<file path="src/awpid_pkg.sv">
package awpid_pkg;

  localparam int GAIN_WIDTH      = 24;
  localparam int LIMIT_WIDTH     = 23;
  localparam int CFG_DATA_WIDTH  = 24;
  localparam int CFG_INDEX_WIDTH = 3;

  // half and full turn in 1/128 degree steps
  localparam int HALF_TURN = 23040;
  localparam int FULL_TURN = 46080;

  localparam logic [CFG_INDEX_WIDTH-1:0] CFG_PROP_GAIN      = 3'd0;
  localparam logic [CFG_INDEX_WIDTH-1:0] CFG_INTEG_GAIN     = 3'd1;
  localparam logic [CFG_INDEX_WIDTH-1:0] CFG_DERIV_GAIN     = 3'd2;
  localparam logic [CFG_INDEX_WIDTH-1:0] CFG_INTEGRAL_LIMIT = 3'd3;
  localparam logic [CFG_INDEX_WIDTH-1:0] CFG_OUTPUT_LIMIT   = 3'd4;

  localparam logic [GAIN_WIDTH-1:0]  RESET_PROP_GAIN      = 24'd98304;
  localparam logic [GAIN_WIDTH-1:0]  RESET_INTEG_GAIN     = 24'd66;
  localparam logic [GAIN_WIDTH-1:0]  RESET_DERIV_GAIN     = 24'd131072;
  localparam logic [LIMIT_WIDTH-1:0] RESET_INTEGRAL_LIMIT = 23'd1792;
  localparam logic [LIMIT_WIDTH-1:0] RESET_OUTPUT_LIMIT   = 23'd46080;

  typedef struct packed {
    logic [GAIN_WIDTH-1:0]  prop_gain;
    logic [GAIN_WIDTH-1:0]  integ_gain;
    logic [GAIN_WIDTH-1:0]  deriv_gain;
    logic [LIMIT_WIDTH-1:0] integral_limit;
    logic [LIMIT_WIDTH-1:0] output_limit;
  } cfg_t;

endpackage

</file>
<file path="src/awpid_error.sv">
module awpid_error #(
  parameter int ANGLE_WIDTH = 16
) (
  input  logic                          clk,
  input  logic                          rst,
  input  logic                          load,
  input  logic signed [ANGLE_WIDTH-1:0] target_angle,
  input  logic signed [ANGLE_WIDTH-1:0] measured_angle,
  output logic signed [ANGLE_WIDTH-1:0] err,
  output logic signed [ANGLE_WIDTH:0]   err_diff
);
  import awpid_pkg::*;

  localparam int DW = ANGLE_WIDTH + 1;
  localparam int WW = ((DW > 17) ? DW : 17) + 1;
  localparam logic signed [WW-1:0] HALF  = WW'(HALF_TURN);
  localparam logic signed [WW-1:0] NHALF = -HALF;
  localparam logic signed [WW-1:0] FULL  = WW'(FULL_TURN);
  localparam logic signed [WW-1:0] AMAX  = WW'({(ANGLE_WIDTH-1){1'b1}});
  localparam logic signed [WW-1:0] AMIN  = ~AMAX;

  logic signed [WW-1:0]          raw;
  logic signed [WW-1:0]          wrapped;
  logic signed [ANGLE_WIDTH-1:0] err_next;
  logic signed [ANGLE_WIDTH-1:0] prev_error;

  always_comb begin
    raw = WW'(target_angle) - WW'(measured_angle);
    // one wrap only; exactly a half turn stays as is
    if (raw < NHALF) begin
      wrapped = raw + FULL;
    end else if (raw > HALF) begin
      wrapped = raw - FULL;
    end else begin
      wrapped = raw;
    end
    if (wrapped > AMAX) begin
      err_next = AMAX[ANGLE_WIDTH-1:0];
    end else if (wrapped < AMIN) begin
      err_next = AMIN[ANGLE_WIDTH-1:0];
    end else begin
      err_next = wrapped[ANGLE_WIDTH-1:0];
    end
  end

  always_ff @(posedge clk) begin
    if (load) begin
      err      <= err_next;
      err_diff <= DW'(err_next) - DW'(prev_error);
    end
  end

  always_ff @(posedge clk) begin
    if (rst) begin
      prev_error <= '0;
    end else if (load) begin
      prev_error <= err_next;
    end
  end

`ifndef SYNTHESIS
  a_prev_tracks_err: assert property (@(posedge clk) disable iff (rst)
    load |=> prev_error == err)
    else $error("previous error out of step with stage error");

  a_prev_holds: assert property (@(posedge clk) disable iff (rst)
    !load |=> $stable(prev_error))
    else $error("previous error changed without a transaction");
`endif

endmodule

</file>
<file path="src/awpid_mult.sv">
module awpid_mult #(
  parameter int ANGLE_WIDTH    = 16,
  parameter int GAIN_FRAC_BITS = 16
) (
  input  logic                          clk,
  input  logic                          load,
  input  logic signed [ANGLE_WIDTH-1:0] err,
  input  logic signed [ANGLE_WIDTH:0]   err_diff,
  input  awpid_pkg::cfg_t               cfg,
  output logic signed [ANGLE_WIDTH+awpid_pkg::GAIN_WIDTH+2-GAIN_FRAC_BITS:0] p_term,
  output logic signed [ANGLE_WIDTH+awpid_pkg::GAIN_WIDTH+2-GAIN_FRAC_BITS:0] d_term,
  output logic signed [ANGLE_WIDTH+awpid_pkg::GAIN_WIDTH+2-GAIN_FRAC_BITS:0] i_step,
  output logic signed [ANGLE_WIDTH-1:0] err_out
);
  import awpid_pkg::*;

  localparam int PW = ANGLE_WIDTH + GAIN_WIDTH + 2;
  localparam int SW = PW - (GAIN_FRAC_BITS - 1);
  localparam logic signed [PW-1:0] RND = PW'(1) <<< (GAIN_FRAC_BITS - 2);

  logic signed [GAIN_WIDTH:0] pg;
  logic signed [GAIN_WIDTH:0] ig;
  logic signed [GAIN_WIDTH:0] dg;
  logic signed [PW-1:0]       p_prod;
  logic signed [PW-1:0]       i_prod;
  logic signed [PW-1:0]       d_prod;

  // round half up, then floor shift down to 8 fraction bits
  function automatic logic signed [SW-1:0] scale(input logic signed [PW-1:0] prod);
    logic signed [PW-1:0] r;
    r = prod + RND;
    return r[PW-1:GAIN_FRAC_BITS-1];
  endfunction

  always_comb begin
    pg     = {1'b0, cfg.prop_gain};
    ig     = {1'b0, cfg.integ_gain};
    dg     = {1'b0, cfg.deriv_gain};
    p_prod = err * pg;
    i_prod = err * ig;
    d_prod = err_diff * dg;
  end

  always_ff @(posedge clk) begin
    if (load) begin
      p_term  <= scale(p_prod);
      i_step  <= scale(i_prod);
      d_term  <= scale(d_prod);
      err_out <= err;
    end
  end

endmodule

</file>
<file path="src/awpid_accum.sv">
module awpid_accum #(
  parameter int ANGLE_WIDTH    = 16,
  parameter int GAIN_FRAC_BITS = 16,
  parameter int OUTPUT_WIDTH   = 24
) (
  input  logic                           clk,
  input  logic                           rst,
  input  logic                           load,
  input  logic signed [ANGLE_WIDTH+awpid_pkg::GAIN_WIDTH+2-GAIN_FRAC_BITS:0] p_term,
  input  logic signed [ANGLE_WIDTH+awpid_pkg::GAIN_WIDTH+2-GAIN_FRAC_BITS:0] d_term,
  input  logic signed [ANGLE_WIDTH+awpid_pkg::GAIN_WIDTH+2-GAIN_FRAC_BITS:0] i_step,
  input  logic signed [ANGLE_WIDTH-1:0]  err,
  input  awpid_pkg::cfg_t                cfg,
  output logic signed [OUTPUT_WIDTH-1:0] drive,
  output logic signed [ANGLE_WIDTH-1:0]  wrapped_error,
  output logic                           integral_clamped,
  output logic                           output_clamped
);
  import awpid_pkg::*;

  localparam int SW = ANGLE_WIDTH + GAIN_WIDTH + 3 - GAIN_FRAC_BITS;
  localparam int XW = ((SW > OUTPUT_WIDTH) ? SW : OUTPUT_WIDTH) + 2;
  localparam int LW = (LIMIT_WIDTH > OUTPUT_WIDTH) ? LIMIT_WIDTH : OUTPUT_WIDTH;

  logic signed [OUTPUT_WIDTH-1:0] integral_sum;
  logic        [OUTPUT_WIDTH-1:0] ilim;
  logic        [OUTPUT_WIDTH-1:0] olim;
  logic signed [XW-1:0]           integ_next;
  logic signed [XW-1:0]           sum;
  logic signed [XW-1:0]           drive_next;
  logic                           ihit;
  logic                           ohit;

  // limit saturates to the largest positive result value
  function automatic logic [OUTPUT_WIDTH-1:0] lim_eff(input logic [LIMIT_WIDTH-1:0] limit);
    logic [LW-1:0] l;
    logic [LW-1:0] top;
    l   = LW'(limit);
    top = LW'({(OUTPUT_WIDTH-1){1'b1}});
    return OUTPUT_WIDTH'((l > top) ? top : l);
  endfunction

  function automatic logic signed [XW-1:0] clamp_sym(input logic signed [XW-1:0] v,
                                                     input logic [OUTPUT_WIDTH-1:0] lim,
                                                     output logic hit);
    logic signed [XW-1:0] lp;
    logic signed [XW-1:0] ln;
    lp  = $signed(XW'(lim));
    ln  = -lp;
    hit = 1'b0;
    if (v > lp) begin
      hit = 1'b1;
      return lp;
    end
    if (v < ln) begin
      hit = 1'b1;
      return ln;
    end
    return v;
  endfunction

  always_comb begin
    ilim       = lim_eff(cfg.integral_limit);
    olim       = lim_eff(cfg.output_limit);
    integ_next = clamp_sym(XW'(integral_sum) + XW'(i_step), ilim, ihit);
    sum        = XW'(p_term) + XW'(d_term) + integ_next;
    drive_next = clamp_sym(sum, olim, ohit);
  end

  always_ff @(posedge clk) begin
    if (rst) begin
      integral_sum <= '0;
    end else if (load) begin
      integral_sum <= integ_next[OUTPUT_WIDTH-1:0];
    end
  end

  always_ff @(posedge clk) begin
    if (load) begin
      drive            <= drive_next[OUTPUT_WIDTH-1:0];
      wrapped_error    <= err;
      integral_clamped <= ihit;
      output_clamped   <= ohit;
    end
  end

`ifndef SYNTHESIS
  a_drive_at_limit: assert property (@(posedge clk) disable iff (rst)
    load |=> !output_clamped || drive == $signed($past(olim))
             || drive == -$signed($past(olim)))
    else $error("drive flagged as clamped but not at the output limit");

  a_integral_at_limit: assert property (@(posedge clk) disable iff (rst)
    load |=> !integral_clamped || integral_sum == $signed($past(ilim))
             || integral_sum == -$signed($past(ilim)))
    else $error("integral flagged as clamped but not at the integral limit");
`endif

endmodule

</file>
<file path="src/angle_wrap_pid_controller.sv">
// channel  | handshake            | payload
// ---------+----------------------+---------------------------------------------------
// input    | in_valid / in_ready  | target_angle, measured_angle
// output   | out_valid / out_ready| drive, wrapped_error, integral_clamped,
//          |                      | output_clamped
// config   | cfg_write            | cfg_index, cfg_data (no wait, no read-back)
//
// one transaction per cycle sustained while the output is not stalled; a taken input passes
// through the error register, product register and result register in turn
// the integral and previous error recurrences each close within one stage
// rst is synchronous: clears stage valids, previous error and integral, loads default gains and limits
// a stalled output holds only the stages behind it that are full; empty stages keep accepting
module angle_wrap_pid_controller #(
  parameter int ANGLE_WIDTH    = 16,
  parameter int GAIN_FRAC_BITS = 16,
  parameter int OUTPUT_WIDTH   = 24
) (
  input  logic                                  clk,
  input  logic                                  rst,
  input  logic                                  cfg_write,
  input  logic [awpid_pkg::CFG_INDEX_WIDTH-1:0] cfg_index,
  input  logic [awpid_pkg::CFG_DATA_WIDTH-1:0]  cfg_data,
  input  logic                                  in_valid,
  output logic                                  in_ready,
  input  logic signed [ANGLE_WIDTH-1:0]         target_angle,
  input  logic signed [ANGLE_WIDTH-1:0]         measured_angle,
  output logic                                  out_valid,
  input  logic                                  out_ready,
  output logic signed [OUTPUT_WIDTH-1:0]        drive,
  output logic signed [ANGLE_WIDTH-1:0]         wrapped_error,
  output logic                                  integral_clamped,
  output logic                                  output_clamped
);
  import awpid_pkg::*;

  localparam int SW = ANGLE_WIDTH + GAIN_WIDTH + 3 - GAIN_FRAC_BITS;

  cfg_t cfg;

  logic valid_a;
  logic valid_b;
  logic valid_c;
  logic ready_b;
  logic ready_c;
  logic load_a;
  logic load_b;
  logic load_c;

  logic signed [ANGLE_WIDTH-1:0] err_a;
  logic signed [ANGLE_WIDTH:0]   diff_a;
  logic signed [ANGLE_WIDTH-1:0] err_b;
  logic signed [SW-1:0]          p_b;
  logic signed [SW-1:0]          d_b;
  logic signed [SW-1:0]          i_b;

  always_ff @(posedge clk) begin
    if (rst) begin
      cfg.prop_gain      <= RESET_PROP_GAIN;
      cfg.integ_gain     <= RESET_INTEG_GAIN;
      cfg.deriv_gain     <= RESET_DERIV_GAIN;
      cfg.integral_limit <= RESET_INTEGRAL_LIMIT;
      cfg.output_limit   <= RESET_OUTPUT_LIMIT;
    end else if (cfg_write) begin
      case (cfg_index)
        CFG_PROP_GAIN:      cfg.prop_gain      <= cfg_data[GAIN_WIDTH-1:0];
        CFG_INTEG_GAIN:     cfg.integ_gain     <= cfg_data[GAIN_WIDTH-1:0];
        CFG_DERIV_GAIN:     cfg.deriv_gain     <= cfg_data[GAIN_WIDTH-1:0];
        CFG_INTEGRAL_LIMIT: cfg.integral_limit <= cfg_data[LIMIT_WIDTH-1:0];
        CFG_OUTPUT_LIMIT:   cfg.output_limit   <= cfg_data[LIMIT_WIDTH-1:0];
        default: ;
      endcase
    end
  end

  // stage moves when the one after it is empty or moving
  always_comb begin
    ready_c   = !valid_c || out_ready;
    ready_b   = !valid_b || ready_c;
    in_ready  = !valid_a || ready_b;
    load_a    = in_valid && in_ready;
    load_b    = valid_a && ready_b;
    load_c    = valid_b && ready_c;
    out_valid = valid_c;
  end

  always_ff @(posedge clk) begin
    if (rst) begin
      valid_a <= 1'b0;
      valid_b <= 1'b0;
      valid_c <= 1'b0;
    end else begin
      if (in_ready) begin
        valid_a <= in_valid;
      end
      if (ready_b) begin
        valid_b <= valid_a;
      end
      if (ready_c) begin
        valid_c <= valid_b;
      end
    end
  end

  awpid_error #(
    .ANGLE_WIDTH(ANGLE_WIDTH)
  ) u_error (
    .clk           (clk),
    .rst           (rst),
    .load          (load_a),
    .target_angle  (target_angle),
    .measured_angle(measured_angle),
    .err           (err_a),
    .err_diff      (diff_a)
  );

  awpid_mult #(
    .ANGLE_WIDTH   (ANGLE_WIDTH),
    .GAIN_FRAC_BITS(GAIN_FRAC_BITS)
  ) u_mult (
    .clk     (clk),
    .load    (load_b),
    .err     (err_a),
    .err_diff(diff_a),
    .cfg     (cfg),
    .p_term  (p_b),
    .d_term  (d_b),
    .i_step  (i_b),
    .err_out (err_b)
  );

  awpid_accum #(
    .ANGLE_WIDTH   (ANGLE_WIDTH),
    .GAIN_FRAC_BITS(GAIN_FRAC_BITS),
    .OUTPUT_WIDTH  (OUTPUT_WIDTH)
  ) u_accum (
    .clk             (clk),
    .rst             (rst),
    .load            (load_c),
    .p_term          (p_b),
    .d_term          (d_b),
    .i_step          (i_b),
    .err             (err_b),
    .cfg             (cfg),
    .drive           (drive),
    .wrapped_error   (wrapped_error),
    .integral_clamped(integral_clamped),
    .output_clamped  (output_clamped)
  );

endmodule
</file>
<file path="config.mk">
export PLATFORM = sky130hd
export DESIGN_NAME = angle_wrap_pid_controller
export DESIGN_NICKNAME = d
export VERILOG_FILES = /design/src/awpid_pkg.sv /design/src/awpid_error.sv /design/src/awpid_mult.sv /design/src/awpid_accum.sv /design/src/angle_wrap_pid_controller.sv
export SDC_FILE = /design/constraint.sdc
export NUM_CORES = 2
export LEC_CHECK = 0
export BUFFER_PORTS_ARGS = -buffer_cell sky130_fd_sc_hd__buf_4
export CORE_ASPECT_RATIO = 0.9
export CORE_MARGIN = 2
export CORE_UTILIZATION = 40
export CTS_CLUSTER_DIAMETER = 100
export DETAILED_ROUTE_END_ITERATION = 10
export SYNTH_ARGS = -nofsm -noshare
export SYNTH_HDL_FRONTEND = slang
export SYNTH_SLANG_ARGS = --single-unit
</file>
<file path="constraint.sdc">
create_clock -name clk -period 13.9 [get_ports clk]
set_clock_uncertainty 0.2 [all_clocks]
set_input_delay 0 -clock clk [delete_from_list [all_inputs] [get_ports clk]]
set_output_delay 0 -clock clk [all_outputs]
set_load 0.05 [all_outputs]
</file>
== Word level (Yosys, flattened, before mapping) ==
Cells that the tools add are included.
Operators by class
  $add $sub $neg: 12
  $mul: 3
  $lt $le $gt $ge: 8
  equal/unequal tests: 4
  mux-type cells: 18
  reductions and logical operators: 15
Operator list (number)
  adder 42 x 16 -> 42 bit, second input constant: 3
  2-to-1 mux 29 bit: 4
  2-to-1 mux 24 bit: 4
  multiplier 16 x 25 -> 41 bit: 2
  greater-than comparator 29 x 24 -> 1 bit: 2
  less-than comparator 29 bit: 2
  negation 23 -> 29 bit: 2
  multiplier 17 x 25 -> 42 bit: 1
  greater-than comparator 18 x 16 -> 1 bit, second input constant: 2
  less-than comparator 18 x 16 -> 1 bit, second input constant: 2
  2-to-1 mux 18 bit: 2
  subtractor 16 x 16 -> 17 bit: 2
  2-to-1 mux 16 bit: 2
  adder 28 x 29 -> 29 bit: 1
  adder 24 x 27 -> 28 bit: 1
  adder 27 x 27 -> 28 bit: 1
  adder 18 x 17 -> 18 bit, second input constant: 1
  subtractor 18 x 17 -> 18 bit, second input constant: 1
  AND reduction 2 bit: 5
  equality test 3 x 2 -> 1 bit, second input constant: 2
  2-to-1 mux 1 bit: 6
  equality test 3 x 1 -> 1 bit, second input constant: 1
  equality test 3 bit, second input constant: 1
  logical AND 1 bit: 3
  other kinds (3): 7
Word-level totals
  bits in registers: 333
  logic and storage cells: 80

== Depth between registers and ports, before layout ==
  depth in word-level cells: 12
  gate-level depth with buffers: 47
  depth with buffers taken out: 44

== By module ==
From an unflattened synthesis, not the netlist that was laid out.
Unflattened totals
  cells, all modules: 6761
  area total of the unflattened synthesis: 61246.2 um2
Modules (own cells, without submodules)
  awpid_mult: instances 1, cells each 4686, area an instance 42430.7 um2
  awpid_accum: instances 1, cells each 1253, area an instance 10447.5 um2
  angle_wrap_pid_controller: instances 1, cells each 446, area an instance 4845.9 um2
  awpid_error: instances 1, cells each 376, area an instance 3522.1 um2

== Least setup slack after synthesis ==
No wires, ideal clock.
  path type: flip-flop to flip-flop
  start point: register u_mult.i_step[4] (netlist bit)
  end point: register u_accum.drive[20], data pin
  setup time: 0.256 ns
  arrival: 9.362 ns
  data required time: 13.444 ns
  path slack: 4.081 ns
  stages on the path, launching flop included: 41
  buffers on the path: 2
  period minus slack after synthesis: 9.819 ns
  cells stage by stage: edfxtp_1 > ha_1 > o211a_1 > o21ai_1 > a2111oi_0 > or3_1 > a21oi_1 > o21ai_0 > xor2_1 > ha_1 > nand2_1 > or4_1 > a2111o_1 > o211a_2 > o31ai_4 > clkbuf_1 > a211oi_1 > nor2_1 > (+5 left out) > o21a_1 > o21ai_0 > nand2b_1 > a21oi_1 > xnor2_1 > ha_1 > a21o_1 > a211o_1 > or3_1 > o21ai_0 > o21ai_0 > a31oi_1 > a311o_1 > a21oi_1 > o32ai_2 > clkbuf_1 > o22ai_1 > a22o_1
Between the ends
  longest elaborated chain between the ends: 12
RTL lines
  start, declared: RTL line awpid_mult.sv:12  | output logic signed [ANGLE_WIDTH+awpid_pkg::GAIN_WIDTH+2-GAIN_FRAC_BITS:0] i_step,
  start signal, assigned: RTL line awpid_mult.sv:47  | i_step <= scale(i_prod);
  adder 24 x 27 -> 28 bit *: RTL line awpid_accum.sv:65  | integ_next = clamp_sym(XW'(integral_sum) + XW'(i_step), ilim, ihit);
  less-than comparator 29 bit: RTL line awpid_accum.sv:55  | if (v < ln) begin
  2-to-1 mux 1 bit (2 in series): RTL line awpid_accum.sv:55
  2-to-1 mux 29 bit: RTL line awpid_accum.sv:59  | return v;
  2-to-1 mux 29 bit *: RTL line awpid_accum.sv:55
  net u_accum.integ_next[5]: RTL line awpid_accum.sv:28  | logic signed [XW-1:0] integ_next;
  adder 28 x 29 -> 29 bit *: RTL line awpid_accum.sv:66  | sum = XW'(p_term) + XW'(d_term) + integ_next;
  less-than comparator 29 bit: RTL line awpid_accum.sv:55
  2-to-1 mux 1 bit (2 in series): RTL line awpid_accum.sv:55
  2-to-1 mux 24 bit: RTL line awpid_accum.sv:59
  2-to-1 mux 24 bit *: RTL line awpid_accum.sv:55
  net u_accum.drive_next[20]: RTL line awpid_accum.sv:30  | logic signed [XW-1:0] drive_next;
  end signal, assigned: RTL line awpid_accum.sv:80  | drive <= drive_next[OUTPUT_WIDTH-1:0];
  end, declared: RTL line awpid_accum.sv:14  | output logic signed [OUTPUT_WIDTH-1:0] drive,
Mark *: on every way through the listed nets, which the timed path passes. The rest lies on a longest branch. The select of a mux whose other input is x is not followed.
A chain may end at the register's enable or synchronous reset.

== Worst setup path in the final report ==
  start point: register u_mult.i_step[4] (netlist bit)
  end point: register u_accum.drive[18], data pin
The elaborated chain is that of the path after synthesis.

==> reports/summary.txt <==
global-route wire length before repair -> 287000 µm
n_diodes -> 0
Post-synth EDFFs -> 172
maximum root-to-sink buffer count -> 3
pin count of the biggest net entering global routing -> 77
worst min-delay path class -> in2reg
VDD IR max -> 0.232 mV
Post-Syn Nets -> 8359
GR Overflow Total -> 0
Vias/cell -> 5.38
# IOs -> 108
WHS -> 0.000512 ns
initial antenna violation count -> 4
CP required -> 14.10 ns
dpl hpwl -> 139000 µm
final wirelength -> 183000 µm
RSZ-0062 raised after global routing -> no
Setup Crit Path Kind -> reg2reg
worst path arrival time -> 12.85 ns
maxcap violations -> 0
final antenna-violating net count -> 0
Core Footprint -> 148000 µm²
Yosys reg bits -> 333
slowest stage delay, CP -> 1.02 ns
CP most frequent cell -> o21ai_0
crit path launch type -> register
share of cells above drive strength 1 -> 4.35%
drt drc -> 0
DR iter-0 viols -> 3385
Yosys top cell by area -> fa_1
leakage -> 29.0 nW
CTS tree -> done
Hold Fails Final Rpt -> 0
predominant post-synthesis flop cell -> edfxtp_1
cts bufs inserted -> 45
min Tclk post-route -> 12.65 ns
DR WL/cell -> 21.0 µm
post-synth top area share -> 32.7%
row count -> 134
pwr dens -> 242 nW/µm²
CTS Sinks -> 333
Vias -> 46899
count leader, synth -> inv_1
relative slew slack -> 12.4%
vias in the first global route -> 48453
nets -> 8332
run status -> finished clean
clk_lat worst skew -> 0.65 ns
Worst-Margin Slew -> 1.31 ns
Mapped Cells -> 6731
Worst-path clk slew -> 0.07 ns
count of cell types in the netlist -> 93
asr flop ratio synth -> 0%
slowest stage cell, crit path -> a2111oi_1
Final WS setup -> 1.25 ns
Final Setup Violations -> 0
setup_tns -> 0 ns
routability cong. -> 0.950
Fillers -> 14561
final period utilization -> 91.0%
Root Driver -> clkbuf_16
Synth area leaders -> fa_1 (33%), ha_1 (12%), edfxtp_1 (8.7%), inv_1 (7.3%), nand2_1 (7.0%)
Die ar. -> 152000 µm²
Max Slew Vio Count -> 0
Initial Util -> 40.2%
Mapped Avg Cell Area -> 8.84 µm²
H-tree depth -> 2
Layout Utilization -> 43.4%
Netlist Area Pre-Place -> 59500 µm²
Synthesis Warnings -> 0
DP Worst Slack -> 1.55 ns
Die Wd -> 410 µm
Pre-Repair DR Iteration Count -> 6
CP Capture Type -> register
total track usage -> 24.5%
CP Max Fanout -> 19
achievable frequency -> 79.1 MHz
die height -> 370 µm
post-synthesis sequential area ratio -> 14.1%
port bufs -> 107
synth-to-layout area growth -> 7.94%
CTS resizes -> 0
most instantiated cells after synthesis -> inv_1 (1164), nand2_1 (1108), fa_1 (971)
-- cells in the final DEF (no fill, tap or decap), drive strengths merged, types with 20 or more instances in the layout --
cell	count
ha	593
a211oi	40
o21a	43
nand3b	20
nor2	218
buf	181
dfxtp	161
and3	42
nand4	39
or3	35
mux2i	34
edfxtp	172
dlygate4sd3	60
nor4	22
nand3	62
o22ai	26
o211ai	24
nand2	1108
fa	971
clkbuf	63
nor2b	35
a21oi	283
a31oi	22
xor2	69
a21o	84
inv	1173
nand2b	115
nor3	62
and2	407
xnor2	153
o21ai	142
-- stage by stage --
step	total power [mW]	instance area, µm²	instances
2_1_floorplan	10.4	59500	6731
3_3_place_gp	14.0	62100	8569
3_5_place_dp	14.1	62100	8569
4_1_cts	15.5	64200	8711
5_1_grt	17.0	64200	8711
6_report	15.5	64200	8711
-- worst paths after layout --
kind / from / endpoint / slack, ns / depth (start not counted)
setup / recovery: u_mult.i_step[4] / u_accum.drive[18] / 1.25 / 38
hold / removal: target_angle[5] / u_error.prev_error[6] / 0.0005 / 6
hold reg to reg: u_mult.err_out[3] / u_accum.wrapped_error[3] / 0.21 / 0
setup reg to reg: u_mult.i_step[4] / u_accum.drive[18] / 1.25 / 38
-- critical path: cells and delay by family, from the launching register on --
family / cells / cell delay [ns]
AO/OA/AOI/OAI: 21 / 6.47
XOR/XNOR: 2 / 0.59
adder cells (fa/ha/maj): 5 / 1.76
buffers and inverters: 1 / 0.30
flip-flops: 1 / 0.39
multiplexers: 1 / 0.33
AND/OR/NAND/NOR: 8 / 2.37
-- logic make-up (layout without fill, tap and decap cells) --
kind of cell | Yosys count | after routing | synth area share [%]
AND/OR/NAND/NOR | 2223 | 2223 | 17.8
adder cells (fa/ha/maj) | 1566 | 1566 | 45.2
buffers and inverters | 1479 | 1487 | 9.39
AO/OA/AOI/OAI | 869 | 869 | 9.56
flip-flops | 333 | 333 | 14.1
XOR/XNOR | 224 | 224 | 3.35
multiplexers | 37 | 37 | 0.629
-- metal layers --
metal	up-vias	wire length (µm)	track usage [%]
met1	23756	81400	34.2
met2	1598	83800	39.6
met5	-	57	0
met4	10	5120	6.93
li1	21286	-	-
met3	249	12800	3.47
-- sequential cells by signal, indices dropped and copies added (netlist names) --
register                  flops
u_error.prev_error           16
u_error.err_diff             17
out_valid                     1
valid_a                       1
u_accum.integral_sum         24
u_accum.wrapped_error        16
valid_b                       1
u_mult.p_term                27
u_accum.drive                24
u_accum.output_clamped        1
cfg                         118
u_error.err                  16
u_accum.integral_clamped      1
u_mult.i_step                27
u_mult.d_term                27
u_mult.err_out               16
-- cell type report --
type	instances	area (µm²)	area share, %
clock buffers	63	1310	2.04
repair buffers	241	1960	3.05
multi-input cells	4919	45500	70.9
well taps	1972	2470	3.84
clock inverters	19	173	0.269
flip-flops and latches	333	8390	13.1
inverters	1164	4370	6.81
-- where the power goes --
group | total [mW] | switching [mW] | internal (mW)
registers | 1.97 | 0.423 | 1.55
logic | 12.3 | 7.60 | 4.75
clock network | 1.19 | 0.513 | 0.672
total | 15.5 | 8.53 | 6.97
-- what timing repair did --
| item | CTS | global route |
|---|---|---|
| endpoints found under the hold margin | 146 | 0 |
| setup buffers | 0 | 0 |
| hold buffers | 60 | 0 |
Note: power is estimated with default switching activity, not from simulation.
